$ cat src/rtl/akd_pkg.sv
// shared types, constants and lookup tables for the escape key decoder
// no dependencies; imported by the parser and the top level
package akd_pkg;

  localparam int MAX_SEQ_BYTES = 7;
  localparam int CNT_W = $clog2(MAX_SEQ_BYTES + 1);
  localparam int IDX_W = $clog2(MAX_SEQ_BYTES);

  localparam logic [7:0] ESC_BYTE    = 8'h1b;
  localparam logic [7:0] CSI_BYTE    = 8'h9b;
  localparam logic [7:0] DEL_BYTE    = 8'h7f;
  localparam logic [7:0] BS_BYTE     = 8'h08;
  localparam logic [7:0] TAB_BYTE    = 8'h09;
  localparam logic [7:0] LF_BYTE     = 8'h0a;
  localparam logic [7:0] CR_BYTE     = 8'h0d;
  localparam logic [7:0] SPACE_BYTE  = 8'h20;
  localparam logic [7:0] CTRL_OFFSET = 8'h60;

  localparam logic [7:0] K_UP     = 8'd0;
  localparam logic [7:0] K_DOWN   = 8'd1;
  localparam logic [7:0] K_LEFT   = 8'd2;
  localparam logic [7:0] K_RIGHT  = 8'd3;
  localparam logic [7:0] K_HOME   = 8'd4;
  localparam logic [7:0] K_END    = 8'd5;
  localparam logic [7:0] K_DC     = 8'd6;
  localparam logic [7:0] K_PPAGE  = 8'd7;
  localparam logic [7:0] K_NPAGE  = 8'd8;
  localparam logic [7:0] K_INSERT = 8'd9;
  localparam logic [7:0] K_F1     = 8'd10;

  typedef enum logic [1:0] {
    CLS_RAW   = 2'd0,
    CLS_CTRL  = 2'd1,
    CLS_NAMED = 2'd2
  } key_class_t;

  typedef enum logic [3:0] {
    PH_IDLE = 4'd0,
    PH_ESC  = 4'd1,
    PH_SEL  = 4'd2,
    PH_FX   = 4'd3,
    PH_DBL  = 4'd4,
    PH_Z1   = 4'd5,
    PH_Z2   = 4'd6,
    PH_ZQ   = 4'd7,
    PH_N1   = 4'd8,
    PH_N2   = 4'd9
  } phase_t;

  typedef struct packed {
    logic       hit;
    logic [7:0] key;
  } key_hit_t;

  // words produced by one input item, word 0 goes out first
  typedef struct packed {
    logic [CNT_W-1:0]                count;
    key_class_t                      cls;
    logic [MAX_SEQ_BYTES-1:0][7:0]   bytes;
  } burst_t;

  // SS3 final byte
  function automatic key_hit_t fx_lookup(input logic [7:0] c);
    key_hit_t r;
    r.hit = 1'b1;
    r.key = K_F1;
    case (c)
      "P":     r.key = K_F1;
      "Q":     r.key = K_F1 + 8'd1;
      "w":     r.key = K_F1 + 8'd2;
      "x":     r.key = K_F1 + 8'd3;
      "t":     r.key = K_F1 + 8'd4;
      "u":     r.key = K_F1 + 8'd5;
      "q":     r.key = K_F1 + 8'd6;
      "r":     r.key = K_F1 + 8'd7;
      "p":     r.key = K_F1 + 8'd8;
      "M":     r.key = K_F1 + 8'd9;
      "A":     r.key = K_F1 + 8'd10;
      "B":     r.key = K_F1 + 8'd11;
      "H":     r.key = K_HOME;
      "F":     r.key = K_END;
      default: r.hit = 1'b0;
    endcase
    return r;
  endfunction

  // single final byte right after the introducer
  function automatic key_hit_t tri_lookup(input logic [7:0] c);
    key_hit_t r;
    r.hit = 1'b1;
    r.key = K_UP;
    case (c)
      "4":     r.key = K_DC;
      "A":     r.key = K_UP;
      "B":     r.key = K_DOWN;
      "C":     r.key = K_RIGHT;
      "D":     r.key = K_LEFT;
      "F":     r.key = K_END;
      "H":     r.key = K_HOME;
      "K":     r.key = K_END;
      "P":     r.key = K_DC;
      "?":     r.key = K_PPAGE;
      "/":     r.key = K_NPAGE;
      "@":     r.key = K_INSERT;
      default: r.hit = 1'b0;
    endcase
    return r;
  endfunction

  // numeric code before '~'
  function automatic key_hit_t tilde_lookup(input logic [6:0] v);
    key_hit_t r;
    r.hit = 1'b1;
    r.key = K_HOME;
    case (v)
      7'd1, 7'd7: r.key = K_HOME;
      7'd3:       r.key = K_DC;
      7'd5:       r.key = K_PPAGE;
      7'd6:       r.key = K_NPAGE;
      7'd8:       r.key = K_END;
      7'd17:      r.key = K_F1 + 8'd5;
      7'd18:      r.key = K_F1 + 8'd6;
      7'd19:      r.key = K_F1 + 8'd7;
      7'd20:      r.key = K_F1 + 8'd8;
      7'd21:      r.key = K_F1 + 8'd9;
      7'd23:      r.key = K_F1 + 8'd10;
      7'd24:      r.key = K_F1 + 8'd11;
      default:    r.hit = 1'b0;
    endcase
    return r;
  endfunction

endpackage

$ cat src/rtl/akd_if.sv
// valid/ready channel interfaces for the escape key decoder
// input channel carries kind and byte_value, result channel the decoded key
interface akd_in_if;
  logic       valid;
  logic       ready;
  logic       kind;
  logic [7:0] byte_value;

  modport source (output valid, output kind, output byte_value, input ready);
  modport sink   (input valid, input kind, input byte_value, output ready);
endinterface

interface akd_out_if;
  logic       valid;
  logic       ready;
  logic [1:0] key_class;
  logic [7:0] key_value;
  logic       last;

  modport source (output valid, output key_class, output key_value, output last, input ready);
  modport sink   (input valid, input key_class, input key_value, input last, output ready);
endinterface

$ cat src/rtl/ansi_escape_key_decoder.sv
// top level of the terminal escape key decoder
// uses akd_pkg, the akd_in_if / akd_out_if channels and the akd_parse parser
//
// in_if carries one word per transfer: kind 0 is a console byte in
// byte_value, kind 1 means the inter-byte timeout ran out. out_if carries
// decoded words: key_class (raw, ctrl letter, named key), key_value and
// last, which marks the final word caused by one input word.
// Both channels transfer when valid and ready are high at a rising edge.
// A word is decoded in the cycle it is accepted and lands in a burst
// register; from there the first result moves into the output register
// once that is free, and the output register drives out_if.
// Plain bytes and named keys give one result, and while out_if.ready stays
// high the block takes one word per cycle. A mismatch or timeout flushes up
// to seven buffered bytes, one per ready cycle out of the burst register,
// and input stays stalled until the last of them moves to the output register.
// If the receiver holds ready low the output register holds its word and
// the burst register fills, after which in_if.ready drops.
// Synchronous reset (rst_n low) returns the parser to idle with an empty
// buffer and clears all pending results.
module ansi_escape_key_decoder (
  input  logic          clk,
  input  logic          rst_n,
  akd_in_if.sink        in_if,
  akd_out_if.source     out_if
);
  import akd_pkg::*;

  burst_t                         res;
  logic [CNT_W-1:0]               burst_cnt_r, burst_cnt_nxt;
  key_class_t                     burst_cls_r, burst_cls_nxt;
  logic [MAX_SEQ_BYTES-1:0][7:0]  burst_r, burst_nxt;

  logic       out_valid_r;
  key_class_t out_cls_r;
  logic [7:0] out_value_r;
  logic       out_last_r;

  logic in_fire;
  logic out_free;
  logic pop;

  assign out_free    = !out_valid_r || out_if.ready;
  assign pop         = out_free && (burst_cnt_r != '0);
  assign in_if.ready = (burst_cnt_r == '0) || (burst_cnt_r == CNT_W'(1) && out_free);
  assign in_fire     = in_if.valid && in_if.ready;

  akd_parse u_parse (
    .clk        (clk),
    .rst_n      (rst_n),
    .fire       (in_fire),
    .kind       (in_if.kind),
    .byte_value (in_if.byte_value),
    .res        (res)
  );

  always_comb begin
    burst_cnt_nxt = burst_cnt_r;
    burst_cls_nxt = burst_cls_r;
    burst_nxt     = burst_r;
    if (in_fire) begin
      burst_cnt_nxt = res.count;
      burst_cls_nxt = res.cls;
      burst_nxt     = res.bytes;
    end else if (pop) begin
      burst_cnt_nxt = burst_cnt_r - CNT_W'(1);
      for (int i = 0; i < MAX_SEQ_BYTES - 1; i++) begin
        burst_nxt[i] = burst_r[i+1];
      end
    end
  end

  always_ff @(posedge clk) begin
    if (!rst_n) begin
      burst_cnt_r <= '0;
      out_valid_r <= 1'b0;
    end else begin
      burst_cnt_r <= burst_cnt_nxt;
      if (pop) out_valid_r <= 1'b1;
      else if (out_if.ready) out_valid_r <= 1'b0;
    end
  end

  always_ff @(posedge clk) begin
    burst_cls_r <= burst_cls_nxt;
    burst_r     <= burst_nxt;
    if (pop) begin
      out_cls_r   <= burst_cls_r;
      out_value_r <= burst_r[0];
      out_last_r  <= (burst_cnt_r == CNT_W'(1));
    end
  end

  assign out_if.valid     = out_valid_r;
  assign out_if.key_class = out_cls_r;
  assign out_if.key_value = out_value_r;
  assign out_if.last      = out_last_r;

  // a new word only enters once the burst is drained or draining its last
  a_in_burst_free: assert property (@(posedge clk) disable iff (!rst_n)
    in_fire |-> (burst_cnt_r == '0) || (burst_cnt_r == CNT_W'(1) && out_free))
    else $error("input accepted over undrained burst");

  // a word shown without last always has a follower queued
  a_not_last_has_more: assert property (@(posedge clk) disable iff (!rst_n)
    (out_valid_r && !out_last_r) |-> (burst_cnt_r != '0))
    else $error("non-final word with empty burst");

  // multi-word bursts are raw flushes
  a_multi_is_raw: assert property (@(posedge clk) disable iff (!rst_n)
    (burst_cnt_r > CNT_W'(1)) |-> (burst_cls_r == CLS_RAW))
    else $error("multi-word burst not raw");

  // popping the last burst word with no new input leaves it empty
  a_pop_drains: assert property (@(posedge clk) disable iff (!rst_n)
    (pop && !in_fire && burst_cnt_r == CNT_W'(1)) |=> (burst_cnt_r == '0))
    else $error("burst count not drained");

endmodule

$ cat src/rtl/akd_parse.sv
// sequence parser: phase, pending byte buffer and number accumulator
// decodes one word per cycle, when fire is high, into a burst of result words; uses akd_pkg
module akd_parse (
  input  logic           clk,
  input  logic           rst_n,
  input  logic           fire,
  input  logic           kind,
  input  logic [7:0]     byte_value,
  output akd_pkg::burst_t res
);
  import akd_pkg::*;

  phase_t                         phase_r, phase_nxt;
  logic [CNT_W-1:0]               count_r, count_nxt;
  logic [6:0]                     acc_r, acc_nxt;
  logic [MAX_SEQ_BYTES-1:0][7:0]  pending_r;

  logic             push;
  logic [IDX_W-1:0] wr_idx;
  logic             room;
  logic             is_digit;
  logic [3:0]       digit;
  logic [6:0]       acc_x10;
  logic [6:0]       z_sum;
  logic             do_flush, do_flush_t, do_named;
  logic [7:0]       key;
  logic [7:0]       c_mapped;
  key_hit_t         fx_hit, tri_hit, tl_hit;
  logic [MAX_SEQ_BYTES-1:0][7:0] flush_bytes;
  logic [CNT_W-1:0] flush_n;

  assign c_mapped = (byte_value == DEL_BYTE) ? BS_BYTE : byte_value;
  assign is_digit = (byte_value >= "0") && (byte_value <= "9");
  assign digit    = byte_value[3:0];
  assign acc_x10  = 7'({acc_r, 3'b000} + {acc_r, 1'b0});
  assign z_sum    = acc_r + 7'(digit);
  assign room     = count_r < CNT_W'(MAX_SEQ_BYTES);
  assign fx_hit   = fx_lookup(byte_value);
  assign tri_hit  = tri_lookup(byte_value);
  assign tl_hit   = tilde_lookup(acc_r);

  // buffered bytes followed by the current one
  always_comb begin
    for (int i = 0; i < MAX_SEQ_BYTES; i++) begin
      flush_bytes[i] = (CNT_W'(i) < count_r) ? pending_r[i] : byte_value;
    end
    flush_n = room ? count_r + CNT_W'(1) : count_r;
  end

  always_comb begin
    phase_nxt  = phase_r;
    count_nxt  = count_r;
    acc_nxt    = acc_r;
    push       = 1'b0;
    wr_idx     = count_r[IDX_W-1:0];
    do_flush   = 1'b0;
    do_flush_t = 1'b0;
    do_named   = 1'b0;
    key        = K_UP;
    res.count  = '0;
    res.cls    = CLS_RAW;
    res.bytes  = flush_bytes;

    if (phase_r == PH_IDLE || phase_r > PH_N2) begin
      phase_nxt = PH_IDLE;
      count_nxt = '0;
      if (!kind) begin
        if (byte_value == ESC_BYTE || byte_value == CSI_BYTE) begin
          push      = 1'b1;
          wr_idx    = '0;
          count_nxt = CNT_W'(1);
          phase_nxt = (byte_value == ESC_BYTE) ? PH_ESC : PH_SEL;
        end else begin
          res.count = CNT_W'(1);
          if (c_mapped < SPACE_BYTE && c_mapped != TAB_BYTE && c_mapped != BS_BYTE &&
              c_mapped != LF_BYTE && c_mapped != CR_BYTE) begin
            res.cls      = CLS_CTRL;
            res.bytes[0] = c_mapped + CTRL_OFFSET;
          end else begin
            res.cls      = CLS_RAW;
            res.bytes[0] = c_mapped;
          end
        end
      end
    end else if (kind) begin
      do_flush_t = 1'b1;
    end else begin
      push = room;
      if (room) count_nxt = count_r + CNT_W'(1);
      unique case (phase_r)
        PH_ESC: begin
          if (byte_value == "O") phase_nxt = PH_FX;
          else if (byte_value == "[") phase_nxt = PH_SEL;
          else do_flush = 1'b1;
        end
        PH_FX: begin
          if (fx_hit.hit) begin
            do_named = 1'b1;
            key      = fx_hit.key;
          end else begin
            do_flush = 1'b1;
          end
        end
        PH_SEL: begin
          if (tri_hit.hit) begin
            do_named = 1'b1;
            key      = tri_hit.key;
          end else if (byte_value == "[") begin
            phase_nxt = PH_DBL;
          end else if (byte_value == "O") begin
            phase_nxt = PH_FX;
          end else if (byte_value == "0") begin
            phase_nxt = PH_Z1;
          end else if (is_digit) begin
            acc_nxt   = 7'(digit);
            phase_nxt = PH_N1;
          end else begin
            do_flush = 1'b1;
          end
        end
        PH_DBL: begin
          if (byte_value >= "A" && byte_value <= "E") begin
            do_named = 1'b1;
            key      = K_F1 + (byte_value - "A");
          end else begin
            do_flush = 1'b1;
          end
        end
        PH_Z1: begin
          if (byte_value == "0" || byte_value == "1") begin
            acc_nxt   = byte_value[0] ? 7'd10 : 7'd0;
            phase_nxt = PH_Z2;
          end else begin
            do_flush = 1'b1;
          end
        end
        PH_Z2: begin
          if (is_digit && z_sum >= 7'd1 && z_sum <= 7'd12) begin
            acc_nxt   = z_sum;
            phase_nxt = PH_ZQ;
          end else begin
            do_flush = 1'b1;
          end
        end
        PH_ZQ: begin
          if (byte_value == "q" && acc_r >= 7'd1 && acc_r <= 7'd12) begin
            do_named = 1'b1;
            key      = K_F1 + 8'(acc_r) - 8'd1;
          end else begin
            do_flush = 1'b1;
          end
        end
        PH_N1, PH_N2: begin
          if (phase_r == PH_N1 && is_digit) begin
            acc_nxt   = acc_x10 + 7'(digit);
            phase_nxt = PH_N2;
          end else if (byte_value == "~" && tl_hit.hit) begin
            do_named = 1'b1;
            key      = tl_hit.key;
          end else begin
            do_flush = 1'b1;
          end
        end
        default: do_flush = 1'b1;
      endcase
    end

    if (do_flush || do_flush_t || do_named) begin
      phase_nxt = PH_IDLE;
      count_nxt = '0;
      acc_nxt   = '0;
    end
    if (do_flush) begin
      res.count = flush_n;
    end else if (do_flush_t) begin
      res.count = count_r;
    end else if (do_named) begin
      res.count    = CNT_W'(1);
      res.cls      = CLS_NAMED;
      res.bytes[0] = key;
    end
  end

  always_ff @(posedge clk) begin
    if (!rst_n) begin
      phase_r <= PH_IDLE;
      count_r <= '0;
      acc_r   <= '0;
    end else if (fire) begin
      phase_r <= phase_nxt;
      count_r <= count_nxt;
      acc_r   <= acc_nxt;
    end
  end

  // pending buffer holds the introducer and the sequence bytes after it
  always_ff @(posedge clk) begin
    if (fire && push) begin
      pending_r[wr_idx] <= byte_value;
    end
  end

endmodule

$ cat src/flat_wrapper.sv
// flat-port wrapper written by rule: the top's interface ports become plain ports
module ansi_escape_key_decoder_flat import akd_pkg::*;
  (clk, rst_n, in_if_valid, in_if_kind, in_if_byte_value, in_if_ready, out_if_valid, out_if_key_class, out_if_key_value, out_if_last, out_if_ready);
  akd_in_if in_if_i ();
  akd_out_if out_if_i ();
  input  logic clk;
  input  logic rst_n;
  input wire logic [$bits(in_if_i.valid)-1:0] in_if_valid;
  input wire logic [$bits(in_if_i.kind)-1:0] in_if_kind;
  input wire logic [$bits(in_if_i.byte_value)-1:0] in_if_byte_value;
  output wire logic [$bits(in_if_i.ready)-1:0] in_if_ready;
  output wire logic [$bits(out_if_i.valid)-1:0] out_if_valid;
  output wire logic [$bits(out_if_i.key_class)-1:0] out_if_key_class;
  output wire logic [$bits(out_if_i.key_value)-1:0] out_if_key_value;
  output wire logic [$bits(out_if_i.last)-1:0] out_if_last;
  input wire logic [$bits(out_if_i.ready)-1:0] out_if_ready;
  assign in_if_i.valid = in_if_valid;
  assign in_if_i.kind = in_if_kind;
  assign in_if_i.byte_value = in_if_byte_value;
  assign in_if_ready = in_if_i.ready;
  assign out_if_valid = out_if_i.valid;
  assign out_if_key_class = out_if_i.key_class;
  assign out_if_key_value = out_if_i.key_value;
  assign out_if_last = out_if_i.last;
  assign out_if_i.ready = out_if_ready;
  ansi_escape_key_decoder u_core (.clk(clk), .rst_n(rst_n), .in_if(in_if_i), .out_if(out_if_i));
endmodule
$ cat config.mk
export PLATFORM = sky130hd
export DESIGN_NAME = ansi_escape_key_decoder_flat
export DESIGN_NICKNAME = d
export VERILOG_FILES = /design/src/rtl/akd_pkg.sv /design/src/rtl/akd_if.sv /design/src/rtl/ansi_escape_key_decoder.sv /design/src/rtl/akd_parse.sv /design/src/flat_wrapper.sv
export SDC_FILE = /design/constraint.sdc
export NUM_CORES = 1
export LEC_CHECK = 0
export ABC_CLOCK_PERIOD_IN_PS = 5600
export BUFFER_PORTS_ARGS = -buffer_cell sky130_fd_sc_hd__buf_2
export CORE_UTILIZATION = 30
export CTS_CLUSTER_SIZE = 28
export DETAILED_ROUTE_END_ITERATION = 6
export GPL_TIMING_DRIVEN = 0
export HOLD_SLACK_MARGIN = 0.1
export PLACE_DENSITY = 0.41
export SLEW_MARGIN = 20
export SYNTH_ARGS = -nofsm -noshare
export SYNTH_HDL_FRONTEND = slang
export SYNTH_SLANG_ARGS = --single-unit
$ cat constraint.sdc
create_clock -name clk -period 5.6 [get_ports clk]
set_input_delay 0.28 -clock clk [delete_from_list [all_inputs] [get_ports clk]]
set_output_delay 0.28 -clock clk [all_outputs]
set_load 0.1 [all_outputs]
==> flow_summary_export.csv <==
group,metric,value,unit
synth,ys_seq_area_share,49.3,%
route,dr_wl_met3,925,um
setup_path,cp.arrival,5.10,ns
floorplanning,dieArea,28500,um2
final_layout,drive_gt1_share,13.4,%
timing,finalHoldViolations,0,
setup_path,end_kind,"flop",
job,cap_violations,0,
route,drcViolationCount,0,
place,pre_cts_slack,0.395,ns
global_routing,antenna_found_initial,0,
timing,fin_crit,4.85,ns
cts,h-tree-depth,4,
cts,holdBufCountCts,0,
setup_path,crit_type,"in -> reg",
synth,syn_avg_cell_area,10.4,um2
cts,ctsLongestPathBuffers,2,
global_routing,grt_pass1_vias,6511,
global_routing,gr-usage-all-layers,19.6,%
synth,synth.area.top_cells,"edfxtp_1 (45%), mux2i_1 (5.6%), o21ai_0 (4.6%), dfxtp_1 (4.3%), ha_1 (3.9%)",
setup_path,crit_fanout,13,
setup_path,path_cells,"buf_2, clkbuf_1, inv_1, ha_1, buf_2, o21ba_2, o21ai_0, o21ai_0, nor3_1, nand2_1, a2111oi_1, nor3_1, o31ai_1",
synth,postSynthCellCount,802,
power_and_ir_drop,p_leak,3.54,nW
timing,slew_violations,0,
global_routing,grt.overflow.total,0,
place,gp_congestion,0.922,
worst_hold_path,hp-class,"in -> reg",
timing,skew,0.0202,ns
synth,synth_top_area_cell,"edfxtp_1",
setup_path,cp_data_required_time,5.85,ns
final_layout,fin_nets,889,
route,drtPass1Iterations,5,
route,routed.top_layer,"met4",
route,routed_via_density,5.37,
route,wl,27.3,mm
cts,cts_buffers,17,
timing,tns,0,ns
run_status,status,"finished, final reports clean",
cts,cts-root-buf,"clkbuf_16",
timing,period_share,86.6,%
timing,setup_slack,0.751,ns
floorplanning,core,27100,um2
floorplanning,fp.dieW,169,um
timing,rsz0062_at_grt,"false",
synth,ys_top_cells_by_count,"edfxtp_1 (125), nand2_1 (85), o21ai_0 (76)",
synth,synth.top_cell.area_share,45.0,%
floorplanning,initial_utilization,30.8,%
route,met1_length,13.1,mm
floorplanning,ios,26,
cts,cts_resized,0,
cts,cts_tree,"yes",
cts,clkSinkCount,143,
power_and_ir_drop,peakVddDrop,203,uV
setup_path,slowest_stage,"a2111oi_1",
synth,ys.warnings.count,0,
synth,yosys_register_bits,143,
power_and_ir_drop,power_density,415,nW/um2
final_layout,n_antenna_cell,0,
timing,max_freq,206,MHz
synth,synth_cell_types,78,
setup_path,critPathMaxStageDelay,0.91,ns
route,route.vias.total,6619,
place,portBuffers,25,
route,drt-initial-drc-count,626,
synth,synth.most_common_cell,"edfxtp_1",
timing,setup-violations-final,0,
synth,async_flop_share,0,%
route,met2_length,13.0,mm
floorplanning,rows,60,
final_layout,syn_to_final_growth,14.4,%
global_routing,grt_max_degree,49,
route,wl_per_cell,22.2,um
global_routing,grt_pass1_wl,41.0,mm
setup_path,cp-start-kind,"input port",
route,detail-route-antenna-nets,0,
synth,ys.flop_type,"edfxtp_1",
timing,worst_slew_margin_rel,24.9,%
timing,worstMarginPinSlew,1.11,ns
cts,cts_setup_buffers,0,
synth,synth_edf_count,125,
place,hpwl,18.9,mm
cts,clk_latency,0.43,ns
synth,syn-cell-area,8350,um2
floorplanning,die_y,169,um
cts,clk_pin_slew,0.07,ns
synth,synth_nets,844,
## worst max-delay path, delay by kind of cell
kind / cells / cell delay, ns
buffers and inverters: 4 / 1.62
adders and majority gates: 1 / 0.32
and+or+nand+nor: 3 / 0.97
AOI/OAI and AO/OA: 5 / 1.89
## state kept, by name (all words and copies together) (netlist names)
register and count:
u_core.burst_cnt_r 3, u_core.burst_r 56, u_core.burst_cls_r 2, u_core.u_parse.phase_r 4, u_core.out_if.key_value 8, u_core.out_if.valid 1
u_core.u_parse.acc_r 7, u_core.u_parse.count_r 3, u_core.out_if.key_class 2, u_core.out_if.last 1, u_core.u_parse.pending_r 56
## power by group
group | internal, W | switching [W]
clock | 0.000582 | 0.000512
combinational | 0.000225 | 0.000972
sequential | 0.00160 | 0.0000760
## cell usage in the layout, fill, tap and decap left out, types with 10 or more instances in the layout
cell	Yosys	layout
a21oi_1	35	34
a22o_1	10	10
a31oi_1	12	12
buf_2	14	39
clkbuf_1	33	33
clkbuf_16	0	17
dfxtp_1	18	18
edfxtp_1	125	125
ha_1	26	26
inv_1	23	23
mux2_2	11	11
mux2i_1	47	47
nand2_1	85	85
nand3_1	14	14
nor2_1	47	47
nor2b_1	19	19
nor3_1	22	20
o21ai_0	76	76
xnor2_1	12	12
## cells by family after synthesis
logic type | count (synthesis) | synth area share, %
XOR/XNOR | 18 | 1.89
buffers and inverters | 84 | 4.17
flip-flops | 143 | 49.3
adder cells (fa/ha/maj) | 29 | 4.61
AND/OR/NAND/NOR | 256 | 16.1
AO/OA/AOI/OAI | 214 | 16.8
multiplexers | 58 | 7.12
## per-layer routing
layer  up-vias  GRT usage, %
met5         -             0
met4         0          5.18
met3        30          2.71
met2       174          32.3
met1      3327          27.0
li1       3088             -
## layout make-up
class,instances,area [um2]
Buffer,59,255
Timing Repair Buffer,26,133
Clock inverter,14,124
Inverter,25,93.8
Multi-Input combinational cell,575,3940
Tap cell,372,465
Clock buffer,18,429
Sequential cell,143,4110
Fill cell,2724,17600
## final timing paths
check	start	end	slack, ns	cells after the start
min reg2reg	u_core.burst_r[5]$_DFFE_PP_	u_core.out_if.key_value[5]$_DFFE_PP_	0.42	0
max	in_if_byte_value[1]	u_core.burst_r[1]$_DFFE_PP_	0.75	13
min	rst_n	u_core.u_parse.count_r[2]$_SDFFE_PN0P_	0.17	2
max reg2reg	u_core.u_parse.acc_r[0]$_SDFFE_PN0P_	u_core.burst_r[1]$_DFFE_PP_	1.56	10
## metrics by stage
stage	util, %	hold WS, ns	instances	instance area, um2	total power [W]
6_report	35.2	0.166	1232	9550	0.00396
5_1_grt	35.2	0.157	1232	9550	0.00415
4_1_cts	35.2	0.152	1232	9540	0.00401
3_5_place_dp	33.1	0.405	1200	8980	0.00291
3_3_place_gp	33.0	0.402	1199	8940	0.00292
2_1_floorplan	-	0.379	802	8350	0.00255
No activity file was read; power rests on OpenSTA's default activity.
